<file path="src/hdc_pkg.sv">
package hdc_pkg;

  // default sizing, handed down from the top level
  localparam int DEF_CLASS_COUNT_MAX = 16;
  localparam int DEF_DIMENSION_MAX   = 4096;
  localparam int DEF_PROTO_WIDTH     = 24;

  // fixed field widths
  localparam int ELEM_W   = 16;
  localparam int OP_W     = 2;
  localparam int CLS_IN_W = 4;
  localparam int CFG_W    = 13;
  localparam int BEST_W   = 4;

  localparam logic [CFG_W-1:0] LEN_RST = 13'd4096;

  // opcodes, sampled on the first word of a vector
  localparam logic [OP_W-1:0] OP_TRAIN    = 2'd0;
  localparam logic [OP_W-1:0] OP_CLASSIFY = 2'd1;
  localparam logic [OP_W-1:0] OP_CLEAR    = 2'd2;

  typedef enum logic [2:0] {
    MUL_IDLE    = 3'd0,
    MUL_LOAD_SQ = 3'd1,
    MUL_LOAD_NM = 3'd2,
    MUL_STEP    = 3'd3,
    MUL_SAVE    = 3'd4
  } mul_op_e;

  typedef struct packed {
    logic    rd_en;
    logic    clr_wr;
    logic    tr_wr;
    logic    acc_clr;
    logic    mac_en;
    logic    arg_init;
    logic    best_upd;
    logic    sel_right;
    mul_op_e mul_op;
    logic    res_load;
    logic    res_none;
  } cmd_t;

  typedef struct packed {
    logic need_mul;
    logic beats;
    logic out_free;
  } sts_t;

  // signed dot accumulator width
  function automatic int f_dot_w(input int pw, input int dmax);
    return pw + ELEM_W + $clog2(dmax);
  endfunction

  // unsigned squared norm accumulator width
  function automatic int f_norm_w(input int pw, input int dmax);
    return 2 * pw + $clog2(dmax);
  endfunction

endpackage

</file>
<file path="src/hdc_ctrl.sv">
module hdc_ctrl #(
  parameter int CLASS_COUNT_MAX = hdc_pkg::DEF_CLASS_COUNT_MAX,
  parameter int DIMENSION_MAX   = hdc_pkg::DEF_DIMENSION_MAX,
  parameter int PROTO_WIDTH     = hdc_pkg::DEF_PROTO_WIDTH
) (
  input  logic                                clk_i,
  input  logic                                rst_ni,
  input  logic                                cfg_we_i,
  input  logic [hdc_pkg::CFG_W-1:0]           cfg_data_i,
  input  logic                                in_valid_i,
  input  logic [hdc_pkg::OP_W-1:0]            in_opcode_i,
  input  logic [hdc_pkg::CLS_IN_W-1:0]        in_class_i,
  output logic                                in_ready_o,
  input  hdc_pkg::sts_t                       sts_i,
  output hdc_pkg::cmd_t                       cmd_o,
  output logic [$clog2(DIMENSION_MAX)-1:0]    addr_o,
  output logic [$clog2(CLASS_COUNT_MAX)-1:0]  cls_o
);

  localparam int POS_W   = $clog2(DIMENSION_MAX);
  localparam int CLS_W   = $clog2(CLASS_COUNT_MAX);
  localparam int TR_W    = $clog2(CLASS_COUNT_MAX + 1);
  localparam int LEN_W   = $clog2(DIMENSION_MAX + 1);
  localparam int DOT_W   = hdc_pkg::f_dot_w(PROTO_WIDTH, DIMENSION_MAX);
  localparam int NORM_W  = hdc_pkg::f_norm_w(PROTO_WIDTH, DIMENSION_MAX);
  localparam int CM_A    = (DIMENSION_MAX - 1 > CLASS_COUNT_MAX) ? DIMENSION_MAX - 1
                                                                 : CLASS_COUNT_MAX;
  localparam int CM_B    = (DOT_W > NORM_W) ? DOT_W : NORM_W;
  localparam int CNT_MAX = (CM_A > CM_B) ? CM_A : CM_B;
  localparam int CNT_W   = $clog2(CNT_MAX + 1);

  typedef enum logic [12:0] {
    S_CLEAR    = 13'h0001,
    S_IDLE     = 13'h0002,
    S_TRAIN    = 13'h0004,
    S_MAC      = 13'h0008,
    S_ARG_INIT = 13'h0010,
    S_ARG_CMP  = 13'h0020,
    S_SQ_LOAD  = 13'h0040,
    S_SQ_STEP  = 13'h0080,
    S_NM_LOAD  = 13'h0100,
    S_NM_STEP  = 13'h0200,
    S_SAVE     = 13'h0400,
    S_DECIDE   = 13'h0800,
    S_RESULT   = 13'h1000
  } state_e;

  state_e                        state_q, state_d;
  logic [hdc_pkg::CFG_W-1:0]     len_q;
  logic [POS_W-1:0]              pos_q, pos_d;
  logic [hdc_pkg::OP_W-1:0]      lop_q, lop_d;
  logic [hdc_pkg::CLS_IN_W-1:0]  lcls_q, lcls_d;
  logic [TR_W-1:0]               trained_q, trained_d;
  logic                          last_q, last_d;
  logic [CNT_W-1:0]              cnt_q, cnt_d;
  logic [TR_W-1:0]               cls_q, cls_d;
  logic                          side_q, side_d;

  logic [LEN_W-1:0]              len_eff;
  logic                          first, last;
  logic [hdc_pkg::OP_W-1:0]      op_eff;
  logic [hdc_pkg::CLS_IN_W-1:0]  cls_eff;
  logic                          cls_eff_ok, lcls_ok;

  always_comb begin
    if (len_q == '0) begin
      len_eff = LEN_W'(1);
    end else if (32'(len_q) > DIMENSION_MAX) begin
      len_eff = LEN_W'(DIMENSION_MAX);
    end else begin
      len_eff = LEN_W'(len_q);
    end
  end

  assign first      = (pos_q == '0);
  assign last       = (LEN_W'(pos_q) + LEN_W'(1)) >= len_eff;
  assign op_eff     = first ? in_opcode_i : lop_q;
  assign cls_eff    = first ? in_class_i : lcls_q;
  assign cls_eff_ok = 32'(cls_eff) < CLASS_COUNT_MAX;
  assign lcls_ok    = 32'(lcls_q) < CLASS_COUNT_MAX;

  always_comb begin
    state_d    = state_q;
    pos_d      = pos_q;
    lop_d      = lop_q;
    lcls_d     = lcls_q;
    trained_d  = trained_q;
    last_d     = last_q;
    cnt_d      = cnt_q;
    cls_d      = cls_q;
    side_d     = side_q;
    cmd_o        = '0;
    cmd_o.mul_op = hdc_pkg::MUL_IDLE;
    addr_o     = pos_q;
    cls_o      = CLS_W'(cls_q);
    in_ready_o = 1'b0;

    case (state_q)
      S_CLEAR: begin
        cmd_o.clr_wr = 1'b1;
        addr_o       = cnt_q[POS_W-1:0];
        if (cnt_q == CNT_W'(DIMENSION_MAX - 1)) begin
          cnt_d   = '0;
          state_d = S_IDLE;
        end else begin
          cnt_d = cnt_q + CNT_W'(1);
        end
      end

      S_IDLE: begin
        in_ready_o = 1'b1;
        if (in_valid_i) begin
          if (first && in_opcode_i == hdc_pkg::OP_CLEAR) begin
            trained_d = '0;
            cnt_d     = '0;
            state_d   = S_CLEAR;
          end else if (!first || in_opcode_i == hdc_pkg::OP_TRAIN ||
                       in_opcode_i == hdc_pkg::OP_CLASSIFY) begin
            if (first) begin
              lop_d  = in_opcode_i;
              lcls_d = in_class_i;
            end
            cmd_o.rd_en = 1'b1;
            last_d      = last;
            pos_d       = last ? '0 : pos_q + POS_W'(1);
            if (op_eff == hdc_pkg::OP_TRAIN) begin
              state_d = S_TRAIN;
              if (last && cls_eff_ok &&
                  (TR_W'(cls_eff) + TR_W'(1)) > trained_q) begin
                trained_d = TR_W'(cls_eff) + TR_W'(1);
              end
            end else begin
              cmd_o.acc_clr = first;
              cnt_d         = '0;
              state_d       = S_MAC;
            end
          end
        end
      end

      S_TRAIN: begin
        cls_o       = CLS_W'(lcls_q);
        cmd_o.tr_wr = lcls_ok;
        state_d     = S_IDLE;
      end

      S_MAC: begin
        cls_o = CLS_W'(cnt_q);
        if (cnt_q < CNT_W'(CLASS_COUNT_MAX)) begin
          cmd_o.mac_en = 1'b1;
          cnt_d        = cnt_q + CNT_W'(1);
        end else begin
          // drain: last product lands in its accumulator
          cnt_d = '0;
          if (!last_q) begin
            state_d = S_IDLE;
          end else if (trained_q == '0) begin
            state_d = S_RESULT;
          end else begin
            state_d = S_ARG_INIT;
          end
        end
      end

      S_ARG_INIT: begin
        cls_o          = '0;
        cmd_o.arg_init = 1'b1;
        cls_d          = TR_W'(1);
        state_d        = S_ARG_CMP;
      end

      S_ARG_CMP: begin
        if (cls_q >= trained_q) begin
          state_d = S_RESULT;
        end else if (sts_i.need_mul) begin
          side_d  = 1'b0;
          state_d = S_SQ_LOAD;
        end else begin
          cmd_o.best_upd = sts_i.beats;
          cls_d          = cls_q + TR_W'(1);
        end
      end

      S_SQ_LOAD: begin
        cmd_o.mul_op    = hdc_pkg::MUL_LOAD_SQ;
        cmd_o.sel_right = side_q;
        cnt_d           = '0;
        state_d         = S_SQ_STEP;
      end

      S_SQ_STEP: begin
        cmd_o.mul_op = hdc_pkg::MUL_STEP;
        if (cnt_q == CNT_W'(DOT_W - 1)) begin
          cnt_d   = '0;
          state_d = S_NM_LOAD;
        end else begin
          cnt_d = cnt_q + CNT_W'(1);
        end
      end

      S_NM_LOAD: begin
        cmd_o.mul_op    = hdc_pkg::MUL_LOAD_NM;
        cmd_o.sel_right = side_q;
        cnt_d           = '0;
        state_d         = S_NM_STEP;
      end

      S_NM_STEP: begin
        cmd_o.mul_op = hdc_pkg::MUL_STEP;
        if (cnt_q == CNT_W'(NORM_W - 1)) begin
          cnt_d   = '0;
          state_d = side_q ? S_DECIDE : S_SAVE;
        end else begin
          cnt_d = cnt_q + CNT_W'(1);
        end
      end

      S_SAVE: begin
        cmd_o.mul_op = hdc_pkg::MUL_SAVE;
        side_d       = 1'b1;
        state_d      = S_SQ_LOAD;
      end

      S_DECIDE: begin
        cmd_o.best_upd = sts_i.beats;
        cls_d          = cls_q + TR_W'(1);
        state_d        = S_ARG_CMP;
      end

      S_RESULT: begin
        if (sts_i.out_free) begin
          cmd_o.res_load = 1'b1;
          cmd_o.res_none = (trained_q == '0);
          state_d        = S_IDLE;
        end
      end

      default: begin
        state_d = S_IDLE;
      end
    endcase
  end

  always_ff @(posedge clk_i or negedge rst_ni) begin
    if (!rst_ni) begin
      state_q   <= S_CLEAR;
      len_q     <= hdc_pkg::LEN_RST;
      pos_q     <= '0;
      lop_q     <= hdc_pkg::OP_TRAIN;
      lcls_q    <= '0;
      trained_q <= '0;
      last_q    <= 1'b0;
      cnt_q     <= '0;
      cls_q     <= '0;
      side_q    <= 1'b0;
    end else begin
      state_q   <= state_d;
      if (cfg_we_i) begin
        len_q <= cfg_data_i;
      end
      pos_q     <= pos_d;
      lop_q     <= lop_d;
      lcls_q    <= lcls_d;
      trained_q <= trained_d;
      last_q    <= last_d;
      cnt_q     <= cnt_d;
      cls_q     <= cls_d;
      side_q    <= side_d;
    end
  end

endmodule

</file>
<file path="config.mk">
export PLATFORM = sky130hd
export DESIGN_NAME = hdc_ctrl
export DESIGN_NICKNAME = d
export VERILOG_FILES = /design/src/hdc_pkg.sv /design/src/hdc_ctrl.sv
export SDC_FILE = /design/constraint.sdc
export NUM_CORES = 1
export LEC_CHECK = 0
export ABC_AREA = 0
export BUFFER_PORTS_ARGS = -buffer_cell sky130_fd_sc_hd__buf_2
export CAP_MARGIN = 5
export CELL_PAD_IN_SITES_DETAIL_PLACEMENT = 2
export CELL_PAD_IN_SITES_GLOBAL_PLACEMENT = 2
export CORE_MARGIN = 2
export CORE_UTILIZATION = 39
export DETAILED_ROUTE_END_ITERATION = 7
export PLACE_DENSITY = 0.87
export SLEW_MARGIN = 25
export SYNTH_ARGS = -nofsm -noshare
export SYNTH_HDL_FRONTEND = slang
export SYNTH_SLANG_ARGS = --single-unit
</file>
<file path="constraint.sdc">
create_clock -name clk_i -period 5.92 [get_ports clk_i]
set_input_delay 1.184 -clock clk_i [delete_from_list [all_inputs] [get_ports clk_i]]
set_output_delay 1.184 -clock clk_i [all_outputs]
set_load 0.005 [all_outputs]
</file>
### Yosys cells after proc, flatten, opt, wreduce, memory -nomap -nowiden

Index checks and enable logic that the tools add are counted.

| word-level totals | value |
|---|---|
| register bits after elaboration | 68 |
| output and inout bits | 30 |
| input port bits | 26 |

| operators by class | value |
|---|---|
| multiplexer cells | 63 |
| bitwise logic cells | 1 |
| reductions and logical operators | 25 |
| $lt $le $gt $ge | 5 |
| add/subtract/negate cells | 5 |
| equal/unequal tests | 30 |

Operators with widths:

| kind | count |
|---|---|
| 2-to-1 mux 13 bit | 14 |
| case mux 13 bit (11 select lines) | 1 |
| 2-to-1 mux 12 bit | 11 |
| case mux 12 bit (6 select lines) | 1 |
| 2-to-1 mux 5 bit | 6 |
| adder 12 x 1 -> 12 bit (second input constant) | 2 |
| == test 12 x 6 -> 1 bit (second input constant) | 2 |
| 2-to-1 mux 1 bit | 20 |
| inequality test 2 bit (second input constant) | 9 |
| case mux 5 bit (3 select lines) | 1 |
| adder 12 x 1 -> 13 bit (second input constant) | 1 |
| == test 13 x 1 -> 1 bit (second input constant) | 1 |
| == test 13 x 10 -> 1 bit (second input constant) | 1 |
| == test 13 x 11 -> 1 bit (second input constant) | 1 |
| == test 13 x 12 -> 1 bit (second input constant) | 1 |
| == test 13 bit (second input constant) | 1 |
| == test 13 x 2 -> 1 bit (second input constant) | 1 |
| == test 13 x 3 -> 1 bit (second input constant) | 1 |
| == test 13 x 4 -> 1 bit (second input constant) | 1 |
| == test 13 x 5 -> 1 bit (second input constant) | 1 |
| == test 13 x 6 -> 1 bit (second input constant) | 1 |
| == test 13 x 7 -> 1 bit (second input constant) | 1 |
| == test 13 x 8 -> 1 bit (second input constant) | 1 |
| == test 13 x 9 -> 1 bit (second input constant) | 1 |
| other kinds (32) | 48 |

### Depth between registers and ports, before layout

Gate-level depths: netlist of the first run.

| depth | value |
|---|---|
| word-level depth | 9 |
| depth in mapped cells | 14 |
| gate-level depth less buffers | 14 |

### Worst setup path after synthesis of the first run

Ideal clock, no wire load.

| timing path | value |
|---|---|
| path kind | register to register |
| from | register pos_q[0] |
| to | register pos_q[11] |
| arrival time | 3.337 ns |
| clock period less this slack | 3.422 ns |
| cell stages (with the launch flop) | 14 |
| path slack | 2.498 ns |
| cells stage by stage | dfrtp_1 -> ha_1 -> and3_1 -> nand3_1 -> nor4_1 -> xnor2_1 -> ha_1 -> a21o_1 -> a21oi_1 -> nor2b_1 -> a311oi_1 -> clkbuf_1 -> nand3_1 -> o22ai_1 |

| between the ends | value |
|---|---|
| cells in the longest elaborated chain, start to end | 5 |
| elaborated cells between the ends (all ways) | 11 |
| those cells by class | add/sub: 2; order compare: 1; mux: 1; bitwise: 1; reduce/logical: 6 |

Ends and longest elaborated chain:

| element | RTL line | source |
|---|---|---|
| from (decl) | hdc_ctrl.sv:50 | `logic [POS_W-1:0] pos_q, pos_d;` |
| from (signal assigned) | hdc_ctrl.sv:261 | `pos_q <= pos_d;` |
| parallel branches: the longest is 5 deep, another holds adder 12 x 1 -> 13 bit | -- |  |

Parallel ways; which one is timed is not known.
A chain may end at the register's enable or synchronous reset.

### Worst setup path in the final report of the first run

| timing path | value |
|---|---|
| from | register pos_q[7] |
| to | register trained_q[0] |

| between the ends | value |
|---|---|
| cells in the longest elaborated chain, start to end | 7 |
| elaborated cells between the ends (all ways) | 21 |
| those cells by class | add/sub: 2; order compare: 2; mux: 6; reduce/logical: 11 |

Ends and longest elaborated chain:

| element | RTL line | source |
|---|---|---|
| zero test 12 bit (*) | hdc_ctrl.sv:75 | `assign first = (pos_q == '0);` |
| 2-to-1 mux 4 bit (*) | -- |  |
| net cls_eff, one bit | hdc_ctrl.sv:62 | `logic [hdc_pkg::CLS_IN_W-1:0] cls_eff;` |
| adder 4 x 1 -> 5 bit (*) | hdc_ctrl.sv:129, hdc_ctrl.sv:130 |  |
| greater-than comparator 5 bit / 2-to-1 mux 5 bit (equally long branches) | hdc_ctrl.sv:129, hdc_ctrl.sv:128 |  |
| logical AND 1 bit / 2-to-1 mux 5 bit (equally long branches) | hdc_ctrl.sv:128, hdc_ctrl.sv:126 |  |
| nonzero test 2 bit (no line) / 2-to-1 mux 5 bit (equally long branches) | -- |  |
| AND reduction 5 bit (no line) / 2-to-1 mux 5 bit (equally long branches) | -- |  |
| to (signal assigned) | hdc_ctrl.sv:264 | `trained_q <= trained_d;` |
| to (decl) | hdc_ctrl.sv:53 | `logic [TR_W-1:0] trained_q, trained_d;` |

The timed path passes the listed nets; every way through them passes the cells marked *. The select of a mux whose other input is x is not followed.

==> impl_metrics.env, run 1 <==
export IMPL_status="complete, no violations"
export IMPL_row_count=40
export IMPL_final_max_slew_viol_count=0
export IMPL_rsz0062_at_grt="no"
export IMPL_path_delay_family="simple AND/OR/NAND/NOR gates"
export IMPL_ant_nets=0
export IMPL_drcViolationCount=0
export IMPL_ys_async_sr_fraction_pct=100
export IMPL_max_freq_mhz=237
export IMPL_grt_start_max_net_pins=69
export IMPL_slew_limit_headroom_pct=38.9
export IMPL_required_ns=6.17
export IMPL_layout_nets=653
export IMPL_hold_violations=0
export IMPL_regArea_um2=1700
export IMPL_critPathCaptureType="flip-flop"
export IMPL_port_buffers=55
export IMPL_syn_instance_count=548
export IMPL_critPathMaxFanout=10
export IMPL_fillers=1326
export IMPL_cp_slowest_cell="nor4_1"
export IMPL_ys_flop_type="dfrtp_1"
export IMPL_critical_path_cell_chain="nor4_1 > nand3_1 > mux2i_1 > inv_1 > ha_1 > and2_1 > ha_1 > and2_0 > a41o_1 > a2111oi_4 > mux2i_1"
export IMPL_skew_ns=0.0110
export IMPL_cts_tree="yes"
export IMPL_timing_final_setup_violations=0
export IMPL_track_usage_pct=28.7
export IMPL_ys_seq_elements=68
export IMPL_ys_top_cells_by_count="90 x nand2_1, 66 x dfrtp_1, 28 x ha_1, 27 x inv_1, 26 x nand3_1"
export IMPL_dr_total_vias=4620
export IMPL_start_util_pct=39.9
export IMPL_drt_pass1_iter_count=4
export IMPL_htreeDepth=3
export IMPL_synth_area_per_cell_um2=8.74
export IMPL_start_kind="flip-flop"
export IMPL_critPathKind="flip-flop to flip-flop"
export IMPL_coreArea_um2=12000
export IMPL_synth_nets=602
export IMPL_worst_hold_slack_ns=0.515
export IMPL_clkLatencyLatePin_ns=0.35
export IMPL_arrival_ns=4.48
export IMPL_worstHoldStart="len_q[0]"
export IMPL_yosysWarnings=0
export IMPL_cts_resized_gates=0
export IMPL_leakagePower_nw=2.51
export IMPL_yosysMostFrequentCell="nand2_1"
export IMPL_cpPeakStageDelay_ns=0.58
export IMPL_die_h_um=115
export IMPL_multi_input_area_um2=2890
export IMPL_yosysTopAreaCell="dfrtp_1"
export IMPL_min_period_over_period_pct=71.4
export IMPL_synth_distinct_cells=67
export IMPL_wl_per_cell_um=23.7
export IMPL_antenna_found_initial=0
export IMPL_max_cap_violations=0
export IMPL_path_buf_inv=1
export IMPL_path_clk_slew_ns=0.06
export IMPL_tightest_slew_ns=0.917
export IMPL_diodes=0
export IMPL_grt_pass1_wl_mm=29.1
export IMPL_synth_area_leaders="dfrtp_1 34%, ha_1 7.3%, nand2_1 7.1%, mux2_2 3.8%, nand3_1 2.7%"
export IMPL_cts_root_buf="clkbuf_16"
export IMPL_routed_via_density=6.15
export IMPL_crit_start="pos_q[7]"
export IMPL_cts_setup_buffers=0
export IMPL_drt_iter0_drc=286
export IMPL_hp_class="flip-flop to flip-flop"
export IMPL_hpwl_mm=12.4
export IMPL_dieArea_um2=13200
export IMPL_cts_buffers=9
export IMPL_cts_hold_buf=0
export IMPL_die_w_um=115
export IMPL_synth_edf_count=0
export IMPL_clockBufferDepth=2
export IMPL_timing_final_crit_period_ns=4.23
export IMPL_ios=56
export IMPL_grt_pass1_vias=5301
export IMPL_synth_top_area_share_pct=34.5
export IMPL_layout_drive_gt1_share_pct=17.7
export IMPL_overflow=0
export IMPL_netlist_area_um2=4790
export IMPL_yosysSeqAreaShare_pct=35.6
export IMPL_area_delta_synth_final_pct=15.2
export IMPL_routed_wl_mm=17.8
export IMPL_pwr_density_cell_nw_per_um2=448
export IMPL_fin_setup_tns_ns=0
export IMPL_place_gp_congestion=0.876
export IMPL_clock_sinks=68
export IMPL_r2r_start="pos_q[7]"
export IMPL_ir_drop_mv=0.162
[layer usage]
layer	part of all wire, %	GRT usage (%)
met1	44	35.8
met2	50	50.1
met3	3.2	4.01
met4	2.8	11.4
met5	0	0
[power by group]
group	switching, mW	internal (mW)
Combinational	0.752	0.433
Sequential	0.136	0.551
Clock	0.220	0.379
[placed cells by master (no fill, tap or decap), types with 6 or more instances in the layout]
master	n
buf_2	55
a21oi_1	11
nand3_1	26
clkbuf_16	9
dfrtp_1	66
or3_1	9
o31ai_1	9
a22oi_1	8
xor2_1	7
buf_4	6
o22ai_1	10
inv_1	27
nand2b_1	12
mux2_2	16
ha_1	28
nor3_1	11
a31oi_1	12
nor2_1	21
nor2b_1	7
nand4_1	14
nor4_1	12
mux2i_1	7
and2_1	15
o21ai_0	19
o21ai_1	10
nand2_1	90
[final cells by class]
cell class	instances	area share [%]
timing repair buffer	61	5.80
clock inverter	5	1.36
sequential	68	30.9
clock buffer	11	4.40
tap	147	3.33
multi-input combinational	431	52.3
inverter	28	1.90
[state kept, by name, summed over array words and instances (netlist names)]
name	count
cls_q	5
cnt_q	12
last_q	1
lcls_q	4
len_q	13
lop_q	2
pos_q	12
side_q	1
state_q	13
trained_q	5
[through the flow]
| step | setup WS (ns) | area (µm²) | instances | power, mW | util (%) |
|---|---|---|---|---|---|
| final | 1.69 | 5520 | 751 | 2.47 | 45.9 |
| after floorplan | 2.50 | 4790 | 548 | 1.40 | - |
| after global routing | 1.43 | 5520 | 751 | 2.63 | 45.9 |
| after CTS | 1.70 | 5520 | 751 | 2.47 | 45.9 |
| after detailed placement | 1.82 | 5200 | 735 | 1.81 | 43.3 |
| after global placement | 2.21 | 5200 | 735 | 1.70 | 43.3 |
[final timing paths]
path                                end  slack, ns  cells past startpoint
setup / recovery           trained_q[0]       1.69                     11
hold / removal                 len_q[0]       0.51                      1
setup reg to reg           trained_q[0]       1.69                     11
hold reg to reg                len_q[0]       0.51                      1
max in group asynchronous      len_q[3]       4.27                      2
min in group asynchronous    state_q[7]       1.05                      2
[worst reg2reg max path, stage by stage, from the launching register on]
cell,delay (ns)
dfrtp_1,0.46
nor4_1,0.58
nand3_1,0.49
mux2i_1,0.42
inv_1,0.12
ha_1,0.26
and2_1,0.16
ha_1,0.28
and2_0,0.20
a41o_1,0.32
a2111oi_4,0.57
mux2i_1,0.28
[cells by family after synthesis]
group,after synthesis,synth area share [%]
and+or+nand+nor,255,29.0
AOI/OAI and AO/OA,112,16.2
DFF,68,35.6
buffers and inverters,49,4.23
adders and majority gates,28,7.32
muxes,24,5.46
xor gates and xnor gates,12,2.19
Note: power is estimated with default switching activity, not from simulation.
==> run 2, diff against run 1 <==
ABC_AREA = 1   (was 0)
CORE_UTILIZATION = 30   (was 39)
PLACE_DENSITY = 0.78   (was 0.87)
clock period = 3.8 ns   (was 5.92 ns; I/O delays follow)
==> run 2 against run 1 <==
Net effect: synthesized cell count increased by 50%; sequential power rose by 56%; setup slack got worse by 1.2 ns; clock-buffer cell count unchanged; synthesized area is 15% higher; largest power group unchanged; fmax increased by 28%; via count rose by 21%.
==> impl_metrics.env, run 2 <==
export IMPL_rsz0062_at_grt="no"
export IMPL_hold_violations=0
export IMPL_pwr_density_cell_nw_per_um2=731
export IMPL_start_kind="flip-flop"
export IMPL_grt_pass1_vias=6052
export IMPL_reg_top3="len_q: 13 flops, state_q: 13 flops"
export IMPL_area_delta_synth_final_pct=14.2
export IMPL_final_core_util_pct=35.0
export IMPL_final_max_slew_viol_count=0
export IMPL_place_gp_congestion=0.807
export IMPL_ys_seq_elements=68
export IMPL_track_usage_pct=21.5
export IMPL_placed_cell_area_um2=6000
export IMPL_cts_hold_buf=0
export IMPL_start_util_pct=30.6
export IMPL_ant_nets=0
export IMPL_synth_top_area_share_pct=30.0
export IMPL_layout_drive_gt1_share_pct=14.4
export IMPL_leakagePower_nw=3.38
export IMPL_max_cap_violations=0
export IMPL_ys_top_cells_by_count="249 x nand2_1, 119 x inv_1, 83 x nor2_1, 66 x dfrtp_1, 63 x nand3_1"
export IMPL_row_count=49
export IMPL_drt_pass1_iter_count=4
export IMPL_ys_async_sr_fraction_pct=100
export IMPL_max_freq_mhz=304
export IMPL_yosysWarnings=0
export IMPL_slew_limit_headroom_pct=39.5
export IMPL_synth_area_leaders="dfrtp_1 30%, nand2_1 17%, inv_1 8.1%, ha_1 6.4%, nand3_1 5.7%"
export IMPL_syn_instance_count=823
export IMPL_timing_final_crit_period_ns=3.29
export IMPL_final_area_um2=6290
export IMPL_grt_pass1_wl_mm=32.8
export IMPL_overflow=0
export IMPL_clkLatencyLatePin_ns=0.35
export IMPL_cts_tree="yes"
export IMPL_status="complete, no violations"
export IMPL_cts_root_buf="clkbuf_16"
export IMPL_die_h_um=139
export IMPL_critPathMaxFanout=10
export IMPL_skew_ns=0.0107
export IMPL_required_ns=4.02
export IMPL_regArea_um2=1700
export IMPL_synth_distinct_cells=43
export IMPL_place_inst=1094
export IMPL_layout_common_cells="249 x nand2_1, 119 x inv_1, 82 x nor2_1"
export IMPL_synth_area_per_cell_um2=6.69
export IMPL_drcViolationCount=0
export IMPL_dr_total_vias=5612
export IMPL_min_period_over_period_pct=86.5
export IMPL_hpwl_mm=15.9
export IMPL_yosysTopAreaCell="dfrtp_1"
export IMPL_wl_per_cell_um=18.1
export IMPL_routed_via_density=5.06
export IMPL_path_clk_slew_ns=0.07
export IMPL_antenna_found_initial=0
export IMPL_netlist_area_um2=5510
export IMPL_coreArea_um2=18000
export IMPL_layout_nets=930
export IMPL_ios=56
export IMPL_yosysMostFrequentCell="nand2_1"
export IMPL_arrival_ns=3.51
export IMPL_ys_flop_type="dfrtp_1"
export IMPL_ir_drop_mv=0.278
export IMPL_tightest_slew_ns=0.902
export IMPL_timing_final_setup_violations=0
export IMPL_yosysSeqAreaShare_pct=31.0
export IMPL_routed_wl_mm=20.1
export IMPL_port_buffers=55
export IMPL_critPathCaptureType="flip-flop"
export IMPL_clock_sinks=68
export IMPL_critPathKind="flip-flop to flip-flop"
export IMPL_synth_edf_count=0
export IMPL_hp_class="input pin to asynchronous set/reset pin"
export IMPL_multi_input_area_um2=3250
export IMPL_diodes=0
export IMPL_grt_start_max_net_pins=69
export IMPL_die_w_um=139
export IMPL_finalNonFillerCells=1110
export IMPL_fin_setup_tns_ns=0
export IMPL_htreeDepth=3
export IMPL_dieArea_um2=19500
export IMPL_drt_iter0_drc=258
export IMPL_clockBufferDepth=2
export IMPL_synth_nets=877
export IMPL_cts_buffers=9
export IMPL_fillers=2217
export IMPL_final_common_cell="nand2_1"
## run 2: area by class of cell
| cell class | instances | area share, % |
|---|---|---|
| timing repair buffer | 57 | 4.72 |
| clock inverter | 5 | 0.836 |
| tap | 229 | 4.56 |
| multi-input combinational | 616 | 51.7 |
| clock buffer | 11 | 3.70 |
| sequential | 68 | 27.1 |
| inverter | 124 | 7.40 |
## run 2: per-stage QoR
step	hold slack, ns	setup slack, ns	total power [mW]
floorplan	0.425	1.18	2.93
global placement	0.452	0.698	3.64
detailed placement	0.481	0.521	3.75
CTS	0.481	0.473	4.64
global route	0.468	0.0650	5.05
finish	0.413	0.511	4.60
## run 2: cells by family after synthesis
logic type / Yosys count / share of synthesized area (%)
and+or+nand+nor: 481 / 40.3
buffers and inverters: 139 / 10.1
AOI/OAI and AO/OA: 84 / 8.34
DFF: 68 / 31.0
adders and majority gates: 28 / 6.36
xor gates and xnor gates: 15 / 2.39
muxes: 8 / 1.64
## run 2: power breakdown
| group | total [mW] | switching [mW] | internal [mW] |
|---|---|---|---|
| combinational | 2.67 | 1.87 | 0.806 |
| clock | 0.859 | 0.353 | 0.506 |
| sequential | 1.07 | 0.173 | 0.892 |
| total | 4.60 | 2.39 | 2.20 |
## run 2: routing by layer
layer,track usage [%],wire (µm)
met1,26.8,8850
met2,38.3,10400
met3,3.06,385
met4,6.70,467
met5,0,0
## run 2: critical path, cell delays in order (launching register included)
cell	delay (ns)
dfrtp_1	0.42
inv_1	0.15
ha_1	0.22
inv_1	0.05
nor2_1	0.08
nand2_1	0.05
nor2_1	0.22
nand3_1	0.17
nand2_1	0.18
ha_1	0.19
nand2_1	0.08
nand2_1	0.08
inv_1	0.05
ha_1	0.28
nand2_1	0.08
nor3_1	0.17
nor2_1	0.07
nor2_1	0.10
nand2_1	0.06
nand2_1	0.07
nand3_2	0.18
nand2_1	0.11
o21ai_0	0.09
## run 2: worst paths after layout
path                                      to  depth (start not counted)      from  slack (ns)
max in group asynchronous         state_q[1]                          1    rst_ni        2.88
min in group clk_i               state_q[10]                          1    side_q        0.48
worst max-delay path            trained_q[1]                         22  pos_q[0]        0.51
worst min register to register   state_q[10]                          1    side_q        0.48
worst min-delay path             state_q[11]                          1    rst_ni        0.41
worst max register to register  trained_q[1]                         22  pos_q[0]        0.51
## run 2: repair_timing
action,CTS,global route
setup endpoints to repair,0,1
setup buffers,0,0
resized for setup,0,1
